--- src/rtl/eaut_pkg.sv ---
// Shared constants, widths and types of the encoder angle unwrap tracker.
package eaut_pkg;

  localparam int ANGLE_BITS       = 14;
  localparam int FILTER_FRAC_BITS = 8;
  localparam int ACCUM_WIDTH      = 32;

  localparam int RATE_W   = 16;
  localparam int ALPHA_W  = 9;
  localparam int ALPHA_FRAC = 8;
  localparam int VEL_W    = ANGLE_BITS + RATE_W;
  localparam int FILT_W   = ANGLE_BITS + FILTER_FRAC_BITS;
  localparam int DELTA_W  = ANGLE_BITS + 1;

  localparam logic [RATE_W-1:0]  RATE_RESET  = RATE_W'(1000);
  localparam logic [ALPHA_W-1:0] ALPHA_RESET = ALPHA_W'(51);

  // Register word indexes on the configuration port.
  localparam logic REG_SAMPLE_RATE  = 1'b0;
  localparam logic REG_FILTER_ALPHA = 1'b1;

  // Input item kinds.
  localparam logic KIND_SAMPLE   = 1'b0;
  localparam logic KIND_SET_ZERO = 1'b1;

  localparam int IN_DATA_W  = ((ANGLE_BITS + 7) / 8) * 8;
  localparam int OUT_FIELDS_W = ANGLE_BITS + ACCUM_WIDTH + VEL_W + FILT_W
                              + ANGLE_BITS + ACCUM_WIDTH;
  localparam int OUT_DATA_W = ((OUT_FIELDS_W + 7) / 8) * 8;

  typedef struct packed {
    logic [RATE_W-1:0]  sample_rate_hz;
    logic [ALPHA_W-1:0] filter_alpha_q8;
  } cfg_t;

  typedef struct packed {
    logic                          first_sample;
    logic [ANGLE_BITS-1:0]         absolute_angle;
    logic signed [ACCUM_WIDTH-1:0] unwrapped_angle;
    logic signed [VEL_W-1:0]       velocity;
    logic [FILT_W-1:0]             filtered_angle;
    logic [ANGLE_BITS-1:0]         rel_angle;
    logic signed [ACCUM_WIDTH-1:0] rel_unwrapped;
  } result_t;

endpackage

--- src/rtl/eaut_cfg.sv ---
// Configuration registers of the tracker behind an APB-style port.
module eaut_cfg
  import eaut_pkg::*;
(
  input  logic        clk,
  input  logic        rst,
  input  logic        psel,
  input  logic        penable,
  input  logic        pwrite,
  input  logic [2:0]  paddr,
  input  logic [31:0] pwdata,
  output logic [31:0] prdata,
  output logic        pready,
  output cfg_t        cfg
);

  logic [RATE_W-1:0]  sample_rate_hz;
  logic [ALPHA_W-1:0] filter_alpha_q8;
  logic               wr_en;
  logic               word_sel;

  assign pready   = 1'b1;
  assign word_sel = paddr[2];
  assign wr_en    = psel & penable & pwrite & pready;

  always_ff @(posedge clk) begin
    if (rst) begin
      sample_rate_hz  <= RATE_RESET;
      filter_alpha_q8 <= ALPHA_RESET;
    end else if (wr_en) begin
      unique case (word_sel)
        REG_SAMPLE_RATE:  sample_rate_hz  <= pwdata[RATE_W-1:0];
        REG_FILTER_ALPHA: filter_alpha_q8 <= pwdata[ALPHA_W-1:0];
        default: ;
      endcase
    end
  end

  always_comb begin
    unique case (word_sel)
      REG_SAMPLE_RATE:  prdata = {{(32-RATE_W){1'b0}}, sample_rate_hz};
      REG_FILTER_ALPHA: prdata = {{(32-ALPHA_W){1'b0}}, filter_alpha_q8};
      default:          prdata = '0;
    endcase
  end

  assign cfg.sample_rate_hz  = sample_rate_hz;
  assign cfg.filter_alpha_q8 = filter_alpha_q8;

endmodule

--- src/rtl/eaut_core.sv ---
// Tracker state and the single-pass update that forms one result per item.
module eaut_core
  import eaut_pkg::*;
(
  input  logic                  clk,
  input  logic                  rst,
  input  logic                  fire,
  input  logic                  kind,
  input  logic [ANGLE_BITS-1:0] raw_angle,
  input  cfg_t                  cfg,
  output result_t               result
);

  localparam int WIDE_W = ANGLE_BITS + 2;
  localparam int PROD_W = ALPHA_W + FILT_W;
  localparam int SUM_W  = ACCUM_WIDTH + 1;
  localparam logic signed [WIDE_W-1:0] TURN = WIDE_W'(1) <<< ANGLE_BITS;
  localparam logic signed [WIDE_W-1:0] HALF = WIDE_W'(1) <<< (ANGLE_BITS - 1);
  localparam logic [ALPHA_W-1:0] ALPHA_ONE = ALPHA_W'(1) << ALPHA_FRAC;
  localparam logic signed [SUM_W-1:0] ACC_MAX =
    SUM_W'({1'b0, {(ACCUM_WIDTH-1){1'b1}}});
  localparam logic signed [SUM_W-1:0] ACC_MIN = -ACC_MAX - SUM_W'(1);

  function automatic logic signed [ACCUM_WIDTH-1:0] sat_acc(
    input logic signed [SUM_W-1:0] v
  );
    logic signed [ACCUM_WIDTH-1:0] r;
    if (v > ACC_MAX)      r = ACC_MAX[ACCUM_WIDTH-1:0];
    else if (v < ACC_MIN) r = ACC_MIN[ACCUM_WIDTH-1:0];
    else                  r = v[ACCUM_WIDTH-1:0];
    return r;
  endfunction

  logic                          seen_first, seen_first_next;
  logic [ANGLE_BITS-1:0]         last_angle, last_angle_next;
  logic signed [ACCUM_WIDTH-1:0] unwrapped_total, unwrapped_total_next;
  logic [FILT_W-1:0]             smoothed_angle, smoothed_angle_next;
  logic [ANGLE_BITS-1:0]         zero_reference, zero_reference_next;
  logic signed [VEL_W-1:0]       last_velocity, last_velocity_next;

  logic signed [WIDE_W-1:0]  diff;
  logic signed [WIDE_W-1:0]  diff_wrap;
  logic signed [DELTA_W-1:0] delta;
  logic signed [VEL_W+1:0]   vel_prod;
  logic [ALPHA_W-1:0]        alpha;
  logic [PROD_W-1:0]         prod_new;
  logic [PROD_W-1:0]         prod_old;
  logic [PROD_W:0]           filt_acc;
  logic signed [SUM_W-1:0]   unw_sum;
  logic signed [SUM_W-1:0]   rel_sum;
  logic                      first_flag;

  // Wrap-aware step; exactly half a turn keeps its sign.
  always_comb begin
    diff = $signed({2'b00, raw_angle}) - $signed({2'b00, last_angle});
    if (diff > HALF)       diff_wrap = diff - TURN;
    else if (diff < -HALF) diff_wrap = diff + TURN;
    else                   diff_wrap = diff;
    delta = diff_wrap[DELTA_W-1:0];
  end

  assign vel_prod = (VEL_W+2)'(delta) * (VEL_W+2)'($signed({1'b0, cfg.sample_rate_hz}));
  assign unw_sum  = SUM_W'(unwrapped_total) + SUM_W'(delta);

  assign alpha    = (cfg.filter_alpha_q8 > ALPHA_ONE) ? ALPHA_ONE : cfg.filter_alpha_q8;
  assign prod_new = PROD_W'(alpha) * PROD_W'({raw_angle, {FILTER_FRAC_BITS{1'b0}}});
  assign prod_old = PROD_W'(ALPHA_ONE - alpha) * PROD_W'(smoothed_angle);
  assign filt_acc = (PROD_W+1)'(prod_new) + (PROD_W+1)'(prod_old)
                  + (PROD_W+1)'(ALPHA_ONE >> 1);

  always_comb begin
    seen_first_next      = seen_first;
    last_angle_next      = last_angle;
    unwrapped_total_next = unwrapped_total;
    smoothed_angle_next  = smoothed_angle;
    zero_reference_next  = zero_reference;
    last_velocity_next   = last_velocity;
    first_flag           = 1'b0;
    if (kind == KIND_SET_ZERO) begin
      zero_reference_next = last_angle;
    end else if (!seen_first) begin
      seen_first_next      = 1'b1;
      last_angle_next      = raw_angle;
      unwrapped_total_next = ACCUM_WIDTH'(raw_angle);
      smoothed_angle_next  = {raw_angle, {FILTER_FRAC_BITS{1'b0}}};
      last_velocity_next   = '0;
      first_flag           = 1'b1;
    end else begin
      last_angle_next      = raw_angle;
      unwrapped_total_next = sat_acc(unw_sum);
      last_velocity_next   = vel_prod[VEL_W-1:0];
      smoothed_angle_next  = filt_acc[ALPHA_FRAC +: FILT_W];
    end
  end

  assign rel_sum = SUM_W'(unwrapped_total_next)
                 - SUM_W'($signed({1'b0, zero_reference_next}));

  assign result.first_sample    = first_flag;
  assign result.absolute_angle  = last_angle_next;
  assign result.unwrapped_angle = unwrapped_total_next;
  assign result.velocity        = last_velocity_next;
  assign result.filtered_angle  = smoothed_angle_next;
  assign result.rel_angle       = last_angle_next - zero_reference_next;
  assign result.rel_unwrapped   = sat_acc(rel_sum);

  always_ff @(posedge clk) begin
    if (rst) begin
      seen_first      <= 1'b0;
      last_angle      <= '0;
      unwrapped_total <= '0;
      smoothed_angle  <= '0;
      zero_reference  <= '0;
      last_velocity   <= '0;
    end else if (fire) begin
      seen_first      <= seen_first_next;
      last_angle      <= last_angle_next;
      unwrapped_total <= unwrapped_total_next;
      smoothed_angle  <= smoothed_angle_next;
      zero_reference  <= zero_reference_next;
      last_velocity   <= last_velocity_next;
    end
  end

endmodule

--- src/rtl/encoder_angle_unwrap_tracker.sv ---
// Top level: stream ports, input register, tracker core and result register.
// An item goes from the input register through the core into the result
// register. Throughput: one item per cycle while m_tready allows; the core
// updates its state in a single pass between the input and result registers.
// Reset (rst, synchronous): clears the tracker state, empties both registers,
// and loads sample_rate_hz = 1000 and filter_alpha_q8 = 51.
module encoder_angle_unwrap_tracker
  import eaut_pkg::*;
(
  input  logic                  clk,
  input  logic                  rst,
  input  logic                  s_tvalid,
  output logic                  s_tready,
  input  logic [IN_DATA_W-1:0]  s_tdata,   // raw_angle, then zero fill
  input  logic                  s_tuser,   // kind
  output logic                  m_tvalid,
  input  logic                  m_tready,
  // absolute_angle, unwrapped_angle, velocity, filtered_angle,
  // rel_angle, rel_unwrapped
  output logic [OUT_DATA_W-1:0] m_tdata,
  output logic                  m_tuser,   // first_sample
  input  logic                  psel,
  input  logic                  penable,
  input  logic                  pwrite,
  input  logic [2:0]            paddr,
  input  logic [31:0]           pwdata,
  output logic [31:0]           prdata,
  output logic                  pready
);

  cfg_t                  cfg;
  result_t               result;
  logic                  in_valid;
  logic                  in_kind;
  logic [ANGLE_BITS-1:0] in_raw;
  logic                  fire;
  result_t               out_res;

  eaut_cfg u_cfg (
    .clk     (clk),
    .rst     (rst),
    .psel    (psel),
    .penable (penable),
    .pwrite  (pwrite),
    .paddr   (paddr),
    .pwdata  (pwdata),
    .prdata  (prdata),
    .pready  (pready),
    .cfg     (cfg)
  );

  // The core consumes the held item whenever the result register is free
  // or is being emptied in the same cycle.
  assign fire     = in_valid & (~m_tvalid | m_tready);
  assign s_tready = ~in_valid | fire;

  always_ff @(posedge clk) begin
    if (rst) begin
      in_valid <= 1'b0;
    end else if (s_tready) begin
      in_valid <= s_tvalid;
    end
  end

  always_ff @(posedge clk) begin
    if (s_tvalid && s_tready) begin
      in_kind <= s_tuser;
      in_raw  <= s_tdata[ANGLE_BITS-1:0];
    end
  end

  eaut_core u_core (
    .clk       (clk),
    .rst       (rst),
    .fire      (fire),
    .kind      (in_kind),
    .raw_angle (in_raw),
    .cfg       (cfg),
    .result    (result)
  );

  always_ff @(posedge clk) begin
    if (rst) begin
      m_tvalid <= 1'b0;
    end else if (fire) begin
      m_tvalid <= 1'b1;
    end else if (m_tready) begin
      m_tvalid <= 1'b0;
    end
  end

  always_ff @(posedge clk) begin
    if (fire) begin
      out_res <= result;
    end
  end

  assign m_tuser = out_res.first_sample;
  assign m_tdata = OUT_DATA_W'({out_res.rel_unwrapped,
                               out_res.rel_angle,
                               out_res.filtered_angle,
                               out_res.velocity,
                               out_res.unwrapped_angle,
                               out_res.absolute_angle});

  a_fire_gives_result: assert property (@(posedge clk) disable iff (rst)
    fire |=> m_tvalid)
    else $error("result register not loaded after the core consumed an item");

  a_held_item_kept: assert property (@(posedge clk) disable iff (rst)
    in_valid && !fire |=> in_valid && $stable(in_raw) && $stable(in_kind))
    else $error("input register lost a waiting item");

  a_seed_velocity_zero: assert property (@(posedge clk) disable iff (rst)
    m_tvalid && m_tuser |-> out_res.velocity == '0)
    else $error("seeding result carries nonzero velocity");

  a_relative_consistent: assert property (@(posedge clk) disable iff (rst)
    fire && in_kind == KIND_SET_ZERO |=> out_res.rel_angle == '0)
    else $error("set zero result has nonzero relative angle");

endmodule

--- config.mk ---
export PLATFORM = sky130hd
export DESIGN_NAME = encoder_angle_unwrap_tracker
export DESIGN_NICKNAME = d
export VERILOG_FILES = /design/src/rtl/eaut_pkg.sv /design/src/rtl/eaut_cfg.sv /design/src/rtl/eaut_core.sv /design/src/rtl/encoder_angle_unwrap_tracker.sv
export SDC_FILE = /design/constraint.sdc
export NUM_CORES = 2
export LEC_CHECK = 0
export ABC_AREA = 1
export BUFFER_PORTS_ARGS = -buffer_cell sky130_fd_sc_hd__buf_2
export CORE_ASPECT_RATIO = 2
export CORE_MARGIN = 2
export CORE_UTILIZATION = 29
export CTS_CLUSTER_SIZE = 12
export DETAILED_ROUTE_END_ITERATION = 8
export GPL_TIMING_DRIVEN = 0
export HOLD_SLACK_MARGIN = 0.05
export SYNTH_ARGS = -nofsm -noshare
export SYNTH_HDL_FRONTEND = slang
export SYNTH_SLANG_ARGS = --single-unit
--- constraint.sdc ---
create_clock -name clk -period 19.2 [get_ports clk]
set_input_delay 5.76 -clock clk [delete_from_list [all_inputs] [get_ports clk]]
set_output_delay 5.76 -clock clk [all_outputs]
set_load 0.03 [all_outputs]
==> tab_implementation.tex <==
\begin{tabular}{lr}
\hline
Metric & Value \\
\hline
\multicolumn{2}{l}{\textbf{Outcome}} \\
\quad Run status & complete, no violations \\
\multicolumn{2}{l}{\textbf{Synthesis}} \\
\quad Top cells by instance count after synthesis & 1,159 x nand2\_1, 935 x inv\_1, 534 x fa\_1 \\
\quad Seq/Total Area, Yosys & 20.2\% \\
\quad Dominant combinational cell family by area after synthesis & adder cells \\
\quad Library cell occupying the most area in the post-synthesis netlist & fa\_1 \\
\quad Synthesized flop and latch total & 300 \\
\quad Asr flop ratio synth & 0\% \\
\quad Post-synthesis adder-cell area fraction & 38.3\% \\
\quad Netlist area before placement & 37,700 µm² \\
\quad Number of instances in the synthesized netlist & 4,705 \\
\quad Count of synthesis-stage warnings from yosys & 0 \\
\quad Top FF cell, synth & edfxtp\_1 \\
\quad Parity-gate share of the synthesized area counting xor and xnor cells & 2.33\% \\
\quad Area share of the largest cell type after synthesis & between 20\% and 30\% \\
\quad Number of enable-type register cells in the synthesized netlist & 160 \\
\quad Most common cell in the netlist & nand2\_1 \\
\quad Synth Area in Compound Gates & between 8 and 9\% \\
\quad Multiplexer share of the synthesized area & 0\% \\
\quad Avg Synthesized Cell Area & 8.00 µm² \\
\quad Post-synthesis simple-gate area fraction & 19.0\% \\
\quad Top cells by area, synth & fa\_1 28\%, edfxtp\_1 13\%, nand2\_1 12\%, ha\_1 9.9\%, inv\_1 9.3\% \\
\quad Number of different library cells in the post-synthesis netlist & 56 \\
\multicolumn{2}{l}{\textbf{Finish}} \\
\quad Fraction of layout instances using a drive strength above 1 & 7.98\% \\
\quad Finished Cell Area & between 40,000 and 50,000 µm² \\
\quad Final net count & $\sim$6,000 \\
\quad Area Growth Syn to Fin & 11.9\% \\
\multicolumn{2}{l}{\textbf{Placement}} \\
\quad Count of buffers from port buffering & roughly 200 \\
\quad HPWL after detailed placement & 119,000 µm \\
\quad Placed Area & 41,100 µm² \\
\quad Setup Slack @ Placement & between 6 and 7 ns \\
\quad Last weighted congestion value of the routability-driven placer & 0.977 \\
\multicolumn{2}{l}{\textbf{Setup path}} \\
\quad Cell chain of the critical path & clkbuf\_1 > clkbuf\_1 > nand2\_1 > o21ai\_0 > buf\_2 \\
\quad Endpoint kind of the worst setup timing path & primary output \\
\quad Slowest stage cell on the critical path & clkbuf\_1 \\
\quad Startpoint Class & input pin \\
\quad Start-to-end type of the worst setup path & in -> out \\
\quad Worst setup endpoint & prdata[1] \\
\quad Critical path launch point & paddr[2] \\
\quad Required arrival time at the worst endpoint & 13.44 ns \\
\quad R2R Path Start & u\_cfg.filter\_alpha\_q8[8] \\
\quad Dominant cell type by count on the critical path & clkbuf\_1 \\
\quad Arrival time at the worst endpoint & 7.06 ns \\
\quad R2r worst-path depth & 36 \\
\quad FF-to-FF setup slack & 6.97 ns \\
\quad Highest cell delay on the worst timing path & around 0.36 ns \\
\quad Crit Reg-Reg Endpoint & m\_tdata[96] \\
\quad Maximum fanout count along the critical path & 10 \\
\multicolumn{2}{l}{\textbf{Die}} \\
\quad Area of the die & approximately 130,000 µm² \\
\quad Starting density of the core & 29.1\% \\
\quad FP Rows & 187 \\
\quad Core region area & 129,000 µm² \\
\quad Die X & 259 µm \\
\quad Y dimension of the die & 514 µm \\
\quad Ports & 239 \\
\multicolumn{2}{l}{\textbf{Global route}} \\
\quad Gr ovfl total & 0 \\
\quad Number of antenna violations at the first check in global routing & 11 \\
\quad Total global-route track usage & 21.2\% \\
\quad First-pass GRT wire length & 209,000 µm \\
\quad Via count of the first global-routing pass & 34,500 \\
\quad Pin count of the biggest net entering global routing & 59 \\
\multicolumn{2}{l}{\textbf{STA}} \\
\quad Worst relative slew slack & a little under an eighth \\
\quad Highest attainable clock frequency & approximately 78 MHz \\
\quad Slew Limit Fails & 0 \\
\quad Number of failing hold endpoints at the final stage & 0 \\
\quad Worst hold-check slack & 0.464 ns \\
\quad Final Cycle Share & 66.8\% \\
\quad Min setup slack post-route & 6.38 ns \\
\quad Setup-failing EPs final & 0 \\
\quad Post-route clock skew & 0.0363 ns \\
\quad Time the worst path needs with I/O delays and setup & 12.82 ns \\
\quad Setup total negative slack & 0 ns \\
\quad Actual transition at the worst max-transition pin & $\sim$1.3 ns \\
\quad Setup repair after global routing missed its margin & false \\
\multicolumn{2}{l}{\textbf{CTS}} \\
\quad Post-CTS Setup Inserts & 0 \\
\quad Clock transition at path regs & 0.06 ns \\
\quad Maximum level of the CTS H-tree & 2 \\
\quad Resized cells post-CTS & 0 \\
\quad Master cell of the clock root buffer & clkbuf\_16 \\
\quad Count of hold buffers inserted by post-cts repair & 0 \\
\quad Clock buffers created by TritonCTS & 35 \\
\quad Clock tree from TritonCTS & yes \\
\quad Clock Path Buffers & 3 \\
\quad Count of clock tree sinks & 300 \\
\quad Clock latency on the worst-skew pair & 0.59 ns \\
\multicolumn{2}{l}{\textbf{Drt}} \\
\quad Via density per instance & around 5 \\
\quad Detailed Routing Iterations Pass 1 & 5 \\
\quad Vias after detailed routing & 32,700 \\
\quad Iteration-0 DRC count of the detailed router & 1,962 \\
\quad Post-route DRC & 0 \\
\quad Post-route antenna net violation count & 0 \\
\quad Overall routed net length & 141,000 µm \\
\quad Average wire length per cell after detail routing & around 21 µm \\
\multicolumn{2}{l}{\textbf{Flow run}} \\
\quad Max-cap check violation count & 0 \\
\multicolumn{2}{l}{\textbf{Worst hold path}} \\
\quad Min-Delay Path Class & reg -> reg \\
\quad Hold Path Cell Cnt & 2 \\
\hline
\end{tabular}
-- critical path, delay by kind of cell --
family	cells	cell delay, ns
compound gates	1	0.21
simple gates	1	0.11
buf+inv	3	0.98
-- cells by family after synthesis --
family,Yosys count
compound gates,573
xor+xnor,100
fa+ha+maj,832
buf+inv,1143
flops,300
other cells,2
simple gates,1755
-- placed cells by master (no fill, tap or decap), types with 5 or more instances in the layout --
cell type / instances
a32o_1: 5
nand2_1: 1159
xor2_1: 61
clkbuf_1: 136
a211oi_1: 6
o21a_1: 5
buf_2: 202
o21bai_1: 16
nor4_1: 9
clkinv_2: 5
nand2_4: 7
nand4_1: 26
clkbuf_16: 37
clkinv_1: 12
buf_1: 21
or2_2: 10
nand3_1: 97
a22oi_1: 7
buf_6: 6
nor3_1: 26
o211ai_1: 6
edfxtp_1: 160
conb_1: 59
a21oi_1: 277
nand2_2: 47
inv_2: 25
o221ai_1: 11
nor2_2: 18
o21ai_0: 196
buf_4: 18
o31ai_1: 6
xnor2_1: 39
dfxtp_1: 140
ha_1: 298
fa_1: 534
a221oi_1: 8
a21o_1: 9
inv_1: 935
nor2_1: 335
-- layout make-up --
type	instances	area (µm²)
clock buffer	50	995
buffer	174	773
antenna	2	5.00
fill	13700	87200
inverter	969	3640
tap	1701	2130
clock inverter	14	93.8
multi-input combinational	3319	25900
sequential	300	7610
timing repair buffer	201	1050
-- routing by layer --
layer  share of wire, %  GRT usage [%]
met1                 33           21.0
met2                 51           38.6
met3                5.6           3.37
met4                 10           17.6
met5              0.088              0
-- metrics by stage --
stage	util (%)	cells
2_1_floorplan	-	4762
3_3_place_gp	31.7	6662
3_5_place_dp	31.7	6664
4_1_cts	32.6	6728
5_1_grt	32.6	6728
6_report	32.6	6730
-- registers in the layout, indices dropped and copies added (netlist names) --
signal                  flops
in_kind                     1
in_raw                     14
in_valid                    1
m_tdata                   144
m_tuser                     1
m_tvalid                    1
u_cfg.filter_alpha_q8       9
u_cfg.sample_rate_hz       16
u_core.last_angle          14
u_core.last_velocity       30
u_core.seen_first           1
u_core.smoothed_angle      22
u_core.unwrapped_total     32
u_core.zero_reference      14
-- how the worst min path moves through the flow --
stage / end / from / slack (ns)
6_report: u_core.zero_reference[0] / u_core.zero_reference[0] / 0.46
3_3_place_gp: u_core.last_velocity[1] / u_core.last_velocity[1] / 0.45
5_1_grt: u_core.last_velocity[27] / u_core.last_velocity[27] / 0.48
2_1_floorplan: u_core.last_velocity[1] / u_core.last_velocity[1] / 0.43
3_5_place_dp: u_core.zero_reference[0] / u_core.zero_reference[0] / 0.45
4_1_cts: u_core.zero_reference[0] / u_core.zero_reference[0] / 0.46
Power is left out: the tool's default activity adds up to more than one toggle a clock period on the data nets, which glitch-free logic cannot reach.
